==> src/design/mre_pkg.sv <==
`default_nettype none
package mre_pkg;

  localparam int unsigned REPORT_MAX_BYTES = 19;
  localparam int unsigned CFG_INDEX_W = 3;
  localparam int unsigned CFG_DATA_W = 14;
  localparam int unsigned CELL_W = 14;
  localparam int unsigned CODE_W = 7;
  localparam int unsigned REPORT_CODE_W = 8;
  localparam int unsigned LEN_W = 5;

  localparam logic [CFG_INDEX_W-1:0] REG_REPORT_MODE = 3'd0;
  localparam logic [CFG_INDEX_W-1:0] REG_HBORDER = 3'd1;
  localparam logic [CFG_INDEX_W-1:0] REG_VBORDER = 3'd2;
  localparam logic [CFG_INDEX_W-1:0] REG_TEXT_W = 3'd3;
  localparam logic [CFG_INDEX_W-1:0] REG_TEXT_H = 3'd4;
  localparam logic [CFG_INDEX_W-1:0] REG_CELL_W = 3'd5;
  localparam logic [CFG_INDEX_W-1:0] REG_CELL_H = 3'd6;

  localparam logic [1:0] CMD_PRESS = 2'd0;
  localparam logic [1:0] CMD_RELEASE = 2'd1;
  localparam logic [1:0] CMD_MOTION = 2'd2;
  localparam logic [1:0] CMD_NONE = 2'd3;

  localparam logic [CODE_W-1:0] CODE_NONE_HELD = 7'd3;
  localparam logic [7:0] ESC_BYTE = 8'h1b;

  // One classified report, handed from the front to the back.
  typedef struct packed {
    logic                     sgr;
    logic                     release_ev;
    logic [REPORT_CODE_W-1:0] code;
    logic [CELL_W-1:0]        col;
    logic [CELL_W-1:0]        row;
  } job_t;

endpackage
`default_nettype wire

==> src/design/mre_if.sv <==
`default_nettype none
interface mre_in_if (input wire logic clk);
  logic              valid;
  logic              ready;
  logic [1:0]        cmd;
  logic signed [15:0] pointer_x;
  logic signed [15:0] pointer_y;
  logic [3:0]        button_number;
  logic              shift_held;
  logic              super_held;
  logic              control_held;
  modport source (output valid, cmd, pointer_x, pointer_y, button_number, shift_held,
                  super_held, control_held, input ready);
  modport sink (input valid, cmd, pointer_x, pointer_y, button_number, shift_held,
                super_held, control_held, output ready);
endinterface

interface mre_out_if (input wire logic clk);
  logic       valid;
  logic       ready;
  logic [7:0] report_byte;
  logic       last_byte;
  modport source (output valid, report_byte, last_byte, input ready);
  modport sink (input valid, report_byte, last_byte, output ready);
endinterface
`default_nettype wire

==> src/design/mre_front.sv <==
`default_nettype none
module mre_front (
  input  wire logic                              clk,
  input  wire logic                              rst,
  mre_in_if.sink                                 in_ch,
  input  wire logic [3:0]                        report_mode,
  input  wire logic [11:0]                       horizontal_border,
  input  wire logic [11:0]                       vertical_border,
  input  wire logic [13:0]                       text_width,
  input  wire logic [13:0]                       text_height,
  input  wire logic [7:0]                        cell_width,
  input  wire logic [7:0]                        cell_height,
  output      logic                              job_valid,
  input  wire logic                              job_ready,
  output      mre_pkg::job_t                     job
);
  import mre_pkg::*;

  typedef enum logic [1:0] {S_IDLE, S_DIV, S_DECIDE, S_PUSH} state_t;
  state_t state;

  logic [1:0] cmd;
  logic [3:0] bn;
  logic [2:0] mods;
  logic [13:0] qx, qy;
  logic [14:0] rx, ry;
  logic [3:0] step;
  logic [CODE_W-1:0] held;
  logic [CELL_W-1:0] last_col, last_row;

  function automatic logic [13:0] clampc(input logic signed [15:0] p, input logic [11:0] b,
                                         input logic [13:0] lim);
    logic signed [17:0] d;
    logic signed [17:0] l;
    begin
      d = 18'(p) - $signed({6'd0, b});
      l = (lim == 14'd0) ? 18'sd0 : $signed({4'd0, lim}) - 18'sd1;
      if (d < 0) d = 0;
      if (d > l) d = l;
      clampc = d[13:0];
    end
  endfunction

  logic [7:0] dx, dy;
  assign dx = (cell_width == 8'd0) ? 8'd1 : cell_width;
  assign dy = (cell_height == 8'd0) ? 8'd1 : cell_height;

  logic [14:0] rx_sh, ry_sh;
  assign rx_sh = {rx[13:0], qx[13]};
  assign ry_sh = {ry[13:0], qy[13]};

  logic [CODE_W-1:0] press_code;
  logic [REPORT_CODE_W-1:0] code_base, code_fin;
  logic keep;
  logic move_ok;
  always_comb begin
    press_code = (bn == 4'd0) ? 7'd0 : 7'(bn - 4'd1);
    if (press_code >= 7'd3) press_code = press_code + 7'd61;
    keep = 1'b1;
    move_ok = 1'b1;
    code_base = {1'b0, press_code};
    if (cmd == CMD_MOTION) begin
      code_base = {1'b0, held} + 8'd32;
      if (qx == last_col && qy == last_row) move_ok = 1'b0;
      if (!report_mode[0] && !report_mode[1]) move_ok = 1'b0;
      if (report_mode[0] && held == CODE_NONE_HELD) move_ok = 1'b0;
      keep = move_ok;
    end else if (cmd == CMD_RELEASE) begin
      if (!report_mode[2]) code_base = {1'b0, CODE_NONE_HELD};
      if (report_mode[3]) keep = 1'b0;
      if (code_base == 8'd64 || code_base == 8'd65) keep = 1'b0;
    end
    code_fin = code_base;
    if (!report_mode[3]) code_fin = code_base + {3'd0, mods[2], mods[1], mods[0], 2'd0};
    if (!report_mode[2] && (qx >= 14'd223 || qy >= 14'd223)) keep = 1'b0;
  end

  assign in_ch.ready = (state == S_IDLE);
  assign job_valid = (state == S_PUSH);

  always_ff @(posedge clk) begin
    if (rst) begin
      state <= S_IDLE;
      held <= CODE_NONE_HELD;
      last_col <= '0;
      last_row <= '0;
    end else begin
      unique case (state)
        S_IDLE: if (in_ch.valid) begin
          cmd <= in_ch.cmd;
          bn <= in_ch.button_number;
          mods <= {in_ch.control_held, in_ch.super_held, in_ch.shift_held};
          qx <= clampc(in_ch.pointer_x, horizontal_border, text_width);
          qy <= clampc(in_ch.pointer_y, vertical_border, text_height);
          rx <= '0;
          ry <= '0;
          step <= '0;
          if (in_ch.cmd != CMD_NONE) state <= S_DIV;
        end
        // restoring division, one quotient bit a cycle
        S_DIV: begin
          if (rx_sh >= {7'd0, dx}) begin
            rx <= rx_sh - {7'd0, dx};
            qx <= {qx[12:0], 1'b1};
          end else begin
            rx <= rx_sh;
            qx <= {qx[12:0], 1'b0};
          end
          if (ry_sh >= {7'd0, dy}) begin
            ry <= ry_sh - {7'd0, dy};
            qy <= {qy[12:0], 1'b1};
          end else begin
            ry <= ry_sh;
            qy <= {qy[12:0], 1'b0};
          end
          step <= step + 4'd1;
          if (step == 4'd13) state <= S_DECIDE;
        end
        S_DECIDE: begin
          if (cmd == CMD_PRESS) begin
            held <= press_code;
            last_col <= qx;
            last_row <= qy;
          end else if (cmd == CMD_RELEASE) begin
            held <= CODE_NONE_HELD;
          end else if (move_ok) begin
            // motion tracks the cell even when the legacy form drops the report
            last_col <= qx;
            last_row <= qy;
          end
          job.sgr <= report_mode[2];
          job.release_ev <= (cmd == CMD_RELEASE);
          job.code <= code_fin;
          job.col <= qx;
          job.row <= qy;
          state <= keep ? S_PUSH : S_IDLE;
        end
        S_PUSH: if (job_ready) state <= S_IDLE;
        default: state <= S_IDLE;
      endcase
    end
  end

  assert property (@(posedge clk) disable iff (rst) job_valid |-> !in_ch.ready)
    else $error("front takes item while job pending");
  assert property (@(posedge clk) disable iff (rst)
    (state == S_DIV) |=> (state == S_DIV || state == S_DECIDE))
    else $error("divider left early");
  assert property (@(posedge clk) disable iff (rst) (job_valid && !job_ready) |=> job_valid)
    else $error("job dropped");
endmodule
`default_nettype wire

==> src/design/mre_queue.sv <==
`default_nettype none
module mre_queue (
  input  wire logic          clk,
  input  wire logic          rst,
  input  wire logic          wr_valid,
  output      logic          wr_ready,
  input  wire mre_pkg::job_t wr_job,
  output      logic          rd_valid,
  input  wire logic          rd_ready,
  output      mre_pkg::job_t rd_job
);
  import mre_pkg::*;

  job_t mem [2];
  logic wp, rp;
  logic [1:0] count;

  assign wr_ready = (count != 2'd2);
  assign rd_valid = (count != 2'd0);
  assign rd_job = mem[rp];

  always_ff @(posedge clk) begin
    if (wr_valid && wr_ready) mem[wp] <= wr_job;
  end

  always_ff @(posedge clk) begin
    if (rst) begin
      wp <= 1'b0;
      rp <= 1'b0;
      count <= '0;
    end else begin
      if (wr_valid && wr_ready) wp <= ~wp;
      if (rd_valid && rd_ready) rp <= ~rp;
      count <= count + 2'(wr_valid && wr_ready) - 2'(rd_valid && rd_ready);
    end
  end

  assert property (@(posedge clk) disable iff (rst) count <= 2'd2)
    else $error("queue overflow");
  assert property (@(posedge clk) disable iff (rst)
    (wr_valid && wr_ready && !(rd_valid && rd_ready)) |=> rd_valid)
    else $error("queue lost write");
  assert property (@(posedge clk) disable iff (rst) (count == 2'd0) |-> (wp == rp))
    else $error("queue pointers out of step");
endmodule
`default_nettype wire

==> src/design/mre_back.sv <==
`default_nettype none
module mre_back (
  input  wire logic          clk,
  input  wire logic          rst,
  input  wire logic          job_valid,
  output      logic          job_ready,
  input  wire mre_pkg::job_t job,
  mre_out_if.source          out_ch
);
  import mre_pkg::*;

  typedef enum logic [2:0] {S_IDLE, S_CVT, S_LOAD, S_SEND} state_t;
  state_t state;

  logic [7:0] buf_q [REPORT_MAX_BYTES];
  logic [LEN_W-1:0] len, idx;
  logic job_rel;

  // decimal conversion of three values, one digit a cycle via reciprocal
  logic [CELL_W:0] val [3];
  logic [3:0] dig [3][5];
  logic [2:0] nd [3];
  logic [1:0] vsel;
  logic [CELL_W:0] cur, quo;
  logic [CELL_W+15:0] prod;
  logic [3:0] rem;
  logic [CELL_W:0] rem_w;

  assign cur = val[vsel];
  assign prod = {15'd0, cur} * 30'd52429;
  assign quo = 15'(prod >> 19);
  assign rem_w = cur - 15'(quo * 15'd10);
  assign rem = rem_w[3:0];

  assign job_ready = (state == S_IDLE);
  assign out_ch.valid = (state == S_SEND);
  assign out_ch.report_byte = buf_q[idx];
  assign out_ch.last_byte = (idx == len - 5'd1);

  always_ff @(posedge clk) begin
    logic [LEN_W-1:0] n;
    if (rst) begin
      state <= S_IDLE;
      idx <= '0;
      len <= '0;
      vsel <= '0;
    end else begin
      unique case (state)
        S_IDLE: if (job_valid) begin
          val[0] <= {7'd0, job.code};
          val[1] <= 15'(job.col) + 15'd1;
          val[2] <= 15'(job.row) + 15'd1;
          nd[0] <= '0;
          nd[1] <= '0;
          nd[2] <= '0;
          vsel <= '0;
          if (job.sgr) state <= S_CVT;
          else begin
            buf_q[0] <= ESC_BYTE;
            buf_q[1] <= 8'h5b;
            buf_q[2] <= 8'h4d;
            buf_q[3] <= 8'd32 + job.code;
            buf_q[4] <= 8'(job.col + 14'd33);
            buf_q[5] <= 8'(job.row + 14'd33);
            len <= 5'd6;
            idx <= '0;
            state <= S_SEND;
          end
        end
        S_CVT: begin
          dig[vsel][nd[vsel]] <= rem;
          nd[vsel] <= nd[vsel] + 3'd1;
          val[vsel] <= quo;
          if (quo == '0) begin
            if (vsel == 2'd2) state <= S_LOAD;
            else vsel <= vsel + 2'd1;
          end
        end
        S_LOAD: begin
          n = 5'd3;
          buf_q[0] <= ESC_BYTE;
          buf_q[1] <= 8'h5b;
          buf_q[2] <= 8'h3c;
          for (int v = 0; v < 3; v++) begin
            for (int k = 4; k >= 0; k--) begin
              if (3'(k) < nd[v]) begin
                buf_q[n] <= {4'h3, dig[v][k]};
                n = n + 5'd1;
              end
            end
            if (v < 2) buf_q[n] <= 8'h3b;
            else buf_q[n] <= job_rel ? 8'h6d : 8'h4d;
            n = n + 5'd1;
          end
          len <= n;
          idx <= '0;
          state <= S_SEND;
        end
        S_SEND: if (out_ch.ready) begin
          if (idx == len - 5'd1) state <= S_IDLE;
          else idx <= idx + 5'd1;
        end
        default: state <= S_IDLE;
      endcase
    end
  end

  always_ff @(posedge clk) begin
    if (state == S_IDLE && job_valid) job_rel <= job.release_ev;
  end

  assert property (@(posedge clk) disable iff (rst) out_ch.valid |-> (idx < len))
    else $error("byte index past report");
  assert property (@(posedge clk) disable iff (rst) out_ch.valid |-> !job_ready)
    else $error("back takes job while sending");
  assert property (@(posedge clk) disable iff (rst)
    (out_ch.valid && out_ch.ready && out_ch.last_byte) |=> job_ready)
    else $error("back did not return after last byte");
endmodule
`default_nettype wire

==> src/design/mouse_report_encoder_unit.sv <==
`default_nettype none
// Pointer event to terminal mouse-report encoder.
// Channels: in_ch takes one pointer event per item (cmd, pointer_x/y, button_number,
// modifiers); out_ch returns the report one byte per item, last_byte on the final one.
// Configuration: write cfg_we with cfg_index 0..6 (mode, borders, text size, cell
// size) while idle; no read-back.
// Front: clamps the position, then divides by the cell size with two restoring
// dividers side by side, one quotient bit a cycle, and decides whether the event
// reports; it takes no new event until the last one is pushed or dropped. Front
// state (held button, last cell) updates there.
// A two-entry queue parts front and back so each side stalls on its own.
// Back: legacy reports load at once; SGR reports convert three numbers to
// decimal one digit a cycle (up to 13 digits), then pass a load state; bytes
// leave one a cycle while the receiver is ready.
// Reset: registers take their defaults, no button held, last cell zero, queue empty.
// A stalled receiver holds the current byte; the queue then fills and the front
// stops accepting events.
module mouse_report_encoder_unit (
  input  wire logic                          clk,
  input  wire logic                          rst,
  mre_in_if.sink                             in_ch,
  mre_out_if.source                          out_ch,
  input  wire logic                          cfg_we,
  input  wire logic [mre_pkg::CFG_INDEX_W-1:0] cfg_index,
  input  wire logic [mre_pkg::CFG_DATA_W-1:0]  cfg_data
);
  import mre_pkg::*;

  logic [3:0] report_mode;
  logic [11:0] horizontal_border, vertical_border;
  logic [13:0] text_width, text_height;
  logic [7:0] cell_width, cell_height;

  // hold register values; write at the given index
  always_ff @(posedge clk) begin
    if (rst) begin
      report_mode <= 4'd0;
      horizontal_border <= 12'd2;
      vertical_border <= 12'd2;
      text_width <= 14'd640;
      text_height <= 14'd480;
      cell_width <= 8'd8;
      cell_height <= 8'd16;
    end else if (cfg_we) begin
      case (cfg_index)
        REG_REPORT_MODE: report_mode <= cfg_data[3:0];
        REG_HBORDER: horizontal_border <= cfg_data[11:0];
        REG_VBORDER: vertical_border <= cfg_data[11:0];
        REG_TEXT_W: text_width <= cfg_data;
        REG_TEXT_H: text_height <= cfg_data;
        REG_CELL_W: cell_width <= cfg_data[7:0];
        REG_CELL_H: cell_height <= cfg_data[7:0];
        default: ;
      endcase
    end
  end

  logic f_valid, f_ready, b_valid, b_ready;
  job_t f_job, b_job;

  mre_front u_front (
    .clk, .rst, .in_ch,
    .report_mode, .horizontal_border, .vertical_border,
    .text_width, .text_height, .cell_width, .cell_height,
    .job_valid(f_valid), .job_ready(f_ready), .job(f_job)
  );

  mre_queue u_queue (
    .clk, .rst,
    .wr_valid(f_valid), .wr_ready(f_ready), .wr_job(f_job),
    .rd_valid(b_valid), .rd_ready(b_ready), .rd_job(b_job)
  );

  mre_back u_back (
    .clk, .rst,
    .job_valid(b_valid), .job_ready(b_ready), .job(b_job),
    .out_ch
  );

  assert property (@(posedge clk) disable iff (rst)
    (out_ch.valid && !out_ch.ready) |=> $stable(out_ch.report_byte))
    else $error("byte changed under stall");
  assert property (@(posedge clk) disable iff (rst)
    (out_ch.valid && !out_ch.ready) |=> out_ch.valid)
    else $error("byte withdrawn under stall");
  // the unused command is taken and dropped without leaving idle
  assert property (@(posedge clk) disable iff (rst)
    (in_ch.valid && in_ch.ready && in_ch.cmd != CMD_NONE) |=> !in_ch.ready)
    else $error("front accepted twice in a row");
endmodule
`default_nettype wire

==> src/flat_wrapper.sv <==
// flat-port wrapper written by rule: the top's interface ports become plain ports
module mouse_report_encoder_unit_flat import mre_pkg::*;
  (clk, rst, cfg_we, cfg_index, cfg_data, in_ch_valid, in_ch_cmd, in_ch_pointer_x, in_ch_pointer_y, in_ch_button_number, in_ch_shift_held, in_ch_super_held, in_ch_control_held, in_ch_ready, out_ch_valid, out_ch_report_byte, out_ch_last_byte, out_ch_ready);
  mre_in_if in_ch_i (.clk(clk));
  mre_out_if out_ch_i (.clk(clk));
  input  wire logic clk;
  input  wire logic rst;
  input  wire logic cfg_we;
  input  wire logic [mre_pkg::CFG_INDEX_W-1:0] cfg_index;
  input  wire logic [mre_pkg::CFG_DATA_W-1:0] cfg_data;
  input wire logic [$bits(in_ch_i.valid)-1:0] in_ch_valid;
  input wire logic [$bits(in_ch_i.cmd)-1:0] in_ch_cmd;
  input wire logic [$bits(in_ch_i.pointer_x)-1:0] in_ch_pointer_x;
  input wire logic [$bits(in_ch_i.pointer_y)-1:0] in_ch_pointer_y;
  input wire logic [$bits(in_ch_i.button_number)-1:0] in_ch_button_number;
  input wire logic [$bits(in_ch_i.shift_held)-1:0] in_ch_shift_held;
  input wire logic [$bits(in_ch_i.super_held)-1:0] in_ch_super_held;
  input wire logic [$bits(in_ch_i.control_held)-1:0] in_ch_control_held;
  output wire logic [$bits(in_ch_i.ready)-1:0] in_ch_ready;
  output wire logic [$bits(out_ch_i.valid)-1:0] out_ch_valid;
  output wire logic [$bits(out_ch_i.report_byte)-1:0] out_ch_report_byte;
  output wire logic [$bits(out_ch_i.last_byte)-1:0] out_ch_last_byte;
  input wire logic [$bits(out_ch_i.ready)-1:0] out_ch_ready;
  assign in_ch_i.valid = in_ch_valid;
  assign in_ch_i.cmd = in_ch_cmd;
  assign in_ch_i.pointer_x = in_ch_pointer_x;
  assign in_ch_i.pointer_y = in_ch_pointer_y;
  assign in_ch_i.button_number = in_ch_button_number;
  assign in_ch_i.shift_held = in_ch_shift_held;
  assign in_ch_i.super_held = in_ch_super_held;
  assign in_ch_i.control_held = in_ch_control_held;
  assign in_ch_ready = in_ch_i.ready;
  assign out_ch_valid = out_ch_i.valid;
  assign out_ch_report_byte = out_ch_i.report_byte;
  assign out_ch_last_byte = out_ch_i.last_byte;
  assign out_ch_i.ready = out_ch_ready;
  mouse_report_encoder_unit u_core (.clk(clk), .rst(rst), .in_ch(in_ch_i), .out_ch(out_ch_i), .cfg_we(cfg_we), .cfg_index(cfg_index), .cfg_data(cfg_data));
endmodule
==> config.mk <==
export PLATFORM = sky130hd
export DESIGN_NAME = mouse_report_encoder_unit_flat
export DESIGN_NICKNAME = d
export VERILOG_FILES = /design/src/design/mre_pkg.sv /design/src/design/mre_if.sv /design/src/design/mre_front.sv /design/src/design/mre_queue.sv /design/src/design/mre_back.sv /design/src/design/mouse_report_encoder_unit.sv /design/src/flat_wrapper.sv
export SDC_FILE = /design/constraint.sdc
export NUM_CORES = 2
export LEC_CHECK = 0
export BUFFER_PORTS_ARGS = -buffer_cell sky130_fd_sc_hd__buf_2
export CORE_MARGIN = 3
export CORE_UTILIZATION = 35
export CTS_BUF_LIST = sky130_fd_sc_hd__clkbuf_8
export CTS_CLUSTER_SIZE = 28
export DETAILED_ROUTE_END_ITERATION = 6
export HOLD_SLACK_MARGIN = 0.12
export SYNTH_ARGS = -nofsm -noshare
export SYNTH_HDL_FRONTEND = slang
export SYNTH_SLANG_ARGS = --single-unit
==> constraint.sdc <==
create_clock -name clk -period 8.9 [get_ports clk]
set_input_delay 0.445 -clock clk [delete_from_list [all_inputs] [get_ports clk]]
set_output_delay 0.445 -clock clk [all_outputs]
set_load 0.005 [all_outputs]
* After elaboration in Yosys (flattened, before gate mapping) *
Memory sizes are Yosys's and may differ from the RTL's. A register that Yosys moved wholly into a read port is not among the register bits.
Cells that the tools add are included.
Widths: inputs -> output; s select.

word-level totals
  register bits = 236
  memory bits (writable) = 342
  input bits = 63
  output and inout bits = 11
  logic and storage cells = 427
  memories kept = 5

cells by class
  add/sub/neg operators = 40
  $mul = 2
  order comparisons = 26
  equality and inequality tests = 37
  mux-type cells = 227
  bitwise logic cells = 8
  reductions and logical operators = 50

memories
  name                 words  bits a word  rd ports  clocked after memory_dff  write ports  line             RTL
  u_core.u_back.buf_q  19     8            1         1                         21           mre_back.sv:15   logic [7:0] buf_q [REPORT_MAX_BYTES];
  u_core.u_queue.mem   2      38           1         1                         1            mre_queue.sv:14  job_t mem [2];
  u_core.u_back.dig    3      20           3         0                         1            mre_back.sv:21   logic [3:0] dig [3][5];
  u_core.u_back.val    3      15           1         1                         3            mre_back.sv:20   logic [CELL_W:0] val [3];
  u_core.u_back.nd     3      3            4         1                         3            mre_back.sv:22   logic [2:0] nd [3];

operator list
  kind                    number
  $mux 5                  54
  $mux 14                 13
  $mux 18                 10
  $pmux 14 s2             4
  $mux 8                  13
  $mux 1                  94
  $add 5x1->5 const B     18
  $gt 18x18->1            2
  $mux 7                  5
  $lt 17x1->1 const B     2
  $sub 16x13->17          2
  $add 14x1->15 const B   2
  $ge 15x8->1             2
  $mul 15x16->30 const B  1
  $mux 2                  15
  $sub 14x1->15 const B   2
  $eq 14x14->1            2
  $ge 14x8->1 const B     2
  $logic_not 14->1        2
  $sub 14x8->14           2
  $mux 3                  7
  $mux 20                 1
  $ne 2x2->1 const B      10
  $lt 1x3->1 const A      6
  59 further kinds        119

* Depth between registers and ports, before layout *
An unclocked memory read counts as a cell.

  depth in word-level cells = 65
  depth in mapped cells = 45
  depth with buffers taken out = 40

* Modules after synthesis *
A second synthesis with hierarchy kept.

second synthesis, totals
  cell total of the unflattened synthesis = 5768
  area total of the unflattened synthesis = 50522.2 um2

by module, submodules not included
  module                     times used  cells an instance  area each (um2)  sequential area each (um2)
  mre_back                   1           4245               34269.1          7797.5
  mre_front                  1           1115               10314.9          3953.8
  mre_queue                  1           142                3056.7           2382.3
  mouse_report_encoder_unit  1           266                2881.5           1441.4

* Worst setup path after synthesis *
Ideal clock, no wire load.

  kind = reg-to-reg
  start = memory u_core.u_back.nd[0][0]
  end = memory u_core.u_back.buf_q[18][5] (enable)
  library setup time = 293 ps
  data arrival time = 9596 ps
  required time = 8607 ps
  setup slack = -990 ps
  cell stages (with the launch flop) = 45
  path buffers = 6
  clock period less this slack = 9890 ps
  cells stage by stage = edfxtp_1 clkbuf_1 clkbuf_1 nand2_1 nor2_1 nor2_1 ha_1 clkbuf_1 nand2b_1 ha_1 and2_1 ha_1 clkbuf_1 nand2_1 o31a_1 ha_1 mux2_2 ha_1 (+9 left out) nor2_1 nor2_1 a21o_1 ha_1 mux2_2 ha_1 nor2b_1 xnor2_1 xnor2_1 and2_1 buf_1 xnor2_2 or3_4 mux2i_4 nand2_2 buf_2 or3_1 nand2_1

RTL lines
  element      line
  from (decl)  mre_back.sv:22
  to (decl)    mre_back.sv:15

==> flow_summary.yaml <==
status:
  status: "finished with violations"
  violations: "design-rule violations"
die:
  io_pins: 74
  rows: 136
  die_area_sq_um: 144000
  dieHeight_microns: 380
  start_util: 0.354
  die_w_microns: 380
  core-area_sq_um: 138000
cells_and_area:
  drive_gt1_frac: 0.171
  nets: 6448
  areaGrowthSynthToFinish_pct: 16.4
logic_synthesis:
  synth_ff_type: "edfxtp_1"
  synth_area_sq_um: 48900
  syn_inst: 5661
  yosys.cell_count.top_type: "nand2_1"
  synth_area_leaders: "edfxtp_1, dfxtp_1, ha_1, mux2i_1, nand2_1"
  ys.warnings.count: 0
  synth_seq_cells: 616
  synth_edf_count: 324
  synth_common_cells: "nand2_1, nor2_1, edfxtp_1"
  yosys.area.top_type: "edfxtp_1"
  seq_area_frac_synth: 0.318
  avgSynthCellArea_sq_um: 8.65
  synth_async_sr_flop_share: 0
  synth_top_area_share: 0.199
  ys_types: 111
timing:
  hold_viol: 0
  setup_viol: 0
  slew_viol_final: 0
  fin_worst_skew_ns: 0.0682
  fmax_mhz: 116
  max_slew_margin: 0.112
  worst_pin_slew_ns: 1.32
  fin_crit_ns: 8.62
  fin_crit_sh: 0.968
  worst_slack_ns: 0.283
  rsz0062_at_grt: "yes"
global_routing:
  grt_max_degree: 68
  grt_pass1_vias: 44538
  grt_pass1_wl_mm: 302
  grt_antenna_before_repair: 5
  grt.total_usage: 0.275
  grt_remaining_overflow: 0
clock_network:
  cts_buffers: 103
  cts_tree: "done"
  cts.sinks: 616
  clock_latency_ns: 0.79
  cts-root-buf: "clkbuf_8"
  cts.path.max_buffers: 3
  htree_num_levels: 3
  clk_pin_slew_ns: 0.07
placed_design:
  place_ws_ns: 0.00415
  dp_hpwl_mm: 161
  gp_congestion: 1.06
  portBuffers: 73
drt:
  post_drt_wl_per_cell_microns: 25.9
  drt_iter0_drc: 6004
  routed_via_density: 5.97
  vias: 47802
  drc: 12
  final_antenna_net_count: 0
  first_pass_iters: 7
  wl_mm: 208
setup_path:
  cp_slowest_stage_delay_ns: 0.55
  startpoint_type: "flip-flop"
  path_class: "reg2reg"
  end_kind: "flip-flop"
  cp_max_fo: 16
  worstPathRequired_ns: 9.50
  cpMostUsedCell: "ha_1"
  cpMaxStageDelayCell: "edfxtp_1"
  crit_arrival_ns: 9.22
job:
  max_cap_viol_count: 0
min_path:
  hold_path_class: "in2reg"
-- cells by family after synthesis --
logic type,after synthesis,share of synthesized area
other cells,1,0.0000766
flops,616,0.318
fa+ha+maj,327,0.0935
compound gates,1357,0.183
simple gates,2070,0.201
buf+inv,627,0.0491
mux,455,0.113
xor+xnor,208,0.0416
-- per-layer routing --
layer	up-vias	global-route usage	wire (microns)
met1	22904	0.397	91600
met2	2816	0.391	83900
met5	-	0	0
met3	438	0.0704	23200
met4	0	0.106	9130
li1	21644	-	-
-- final timing paths --
path / start / end / slack (ns) / cells past startpoint
max: u_core.u_back.nd[0][1] / u_core.u_back.buf_q[0][0] / 0.28 / 38
min: cfg_index[0] / u_core.text_height[12] / 0.25 / 5
max reg2reg: u_core.u_back.nd[0][1] / u_core.u_back.buf_q[0][0] / 0.28 / 38
min reg2reg: u_core.u_front.job[4] / u_core.u_queue.mem[0][4] / 0.44 / 0
-- cell usage in the layout (no fill, tap or decap), types with 55 or more instances in the layout --
cell type  Yosys  routed
nand2_1      619     615
nor2_1       536     526
buf_4          6     489
inv_1        314     354
edfxtp_1     324     324
a21oi_1      318     317
dfxtp_1      292     289
o21ai_0      274     271
ha_1         261     254
mux2i_1      249     248
nor3_1       202     196
nand3_1      191     190
mux2_2       141     139
xnor2_1      124     119
a211oi_1     115     113
clkbuf_8       0     112
o211ai_1      98      98
o22ai_1       75      75
nor4_1        72      72
buf_2         21      72
and3_1        66      66
fa_1          65      65
mux4_2        63      63
xor2_1        64      63
nand4_1       60      60
a21o_1        59      58
or3_1         58      56
and2_1        57      55
-- through the flow --
step	instance area, sq um	hold WS [ns]	utilization	instances	TNS (ns)
detailed placement	54500	0.429	0.394	7788	0
global route	57000	0.240	0.412	8011	-0.154
global placement	54500	0.422	0.394	7788	0
floorplan	49100	0.418	-	5664	0
finish	57000	0.252	0.412	8012	0
CTS	56800	0.167	0.411	8006	0
-- sequential cells by signal (all words and copies together) (netlist names), 12 cells and up, named ones only --
name,cells
u_core.u_front.rx,14
u_core.u_back.dig,60
u_core.u_front.qy,14
u_core.text_height,14
u_core.u_back.val,52
u_core.u_front.ry,14
u_core.u_back.buf_q,172
u_core.vertical_border,12
u_core.u_front.job,38
u_core.u_front.last_col,14
u_core.u_front.qx,14
u_core.horizontal_border,12
u_core.u_front.last_row,14
u_core.u_back.nd,12
u_core.text_width,14
u_core.u_queue.mem,76
-- critical path: cells and delay by family (launching register included) --
family / cells / cell delay [ns]
flops: 1 / 0.55
mux: 3 / 0.78
compound gates: 7 / 1.27
buf+inv: 7 / 1.08
fa+ha+maj: 11 / 3.03
xor+xnor: 3 / 0.72
simple gates: 7 / 1.02
-- layout make-up --
class | count | area [sq um]
timing repair buffer | 597 | 4480
antenna | 2 | 5.00
clock inverter | 81 | 533
sequential | 616 | 15600
tap | 1863 | 2330
multi-input combinational | 4421 | 31300
clock buffer | 112 | 1540
fill | 13981 | 81200
inverter | 320 | 1200
-- repair_timing --
| item | in CTS | in global routing |
|---|---|---|
| resized for setup | 0 | 38 |
| endpoints found under the hold margin | 83 | 0 |
| setup buffers | 0 | 4 |
| hold buffers | 25 | 0 |
| endpoints found under the setup margin | 0 | 193 |
Power is not shown: default switching activity piles up to over one toggle a cycle in this logic, so the estimate is an artifact.
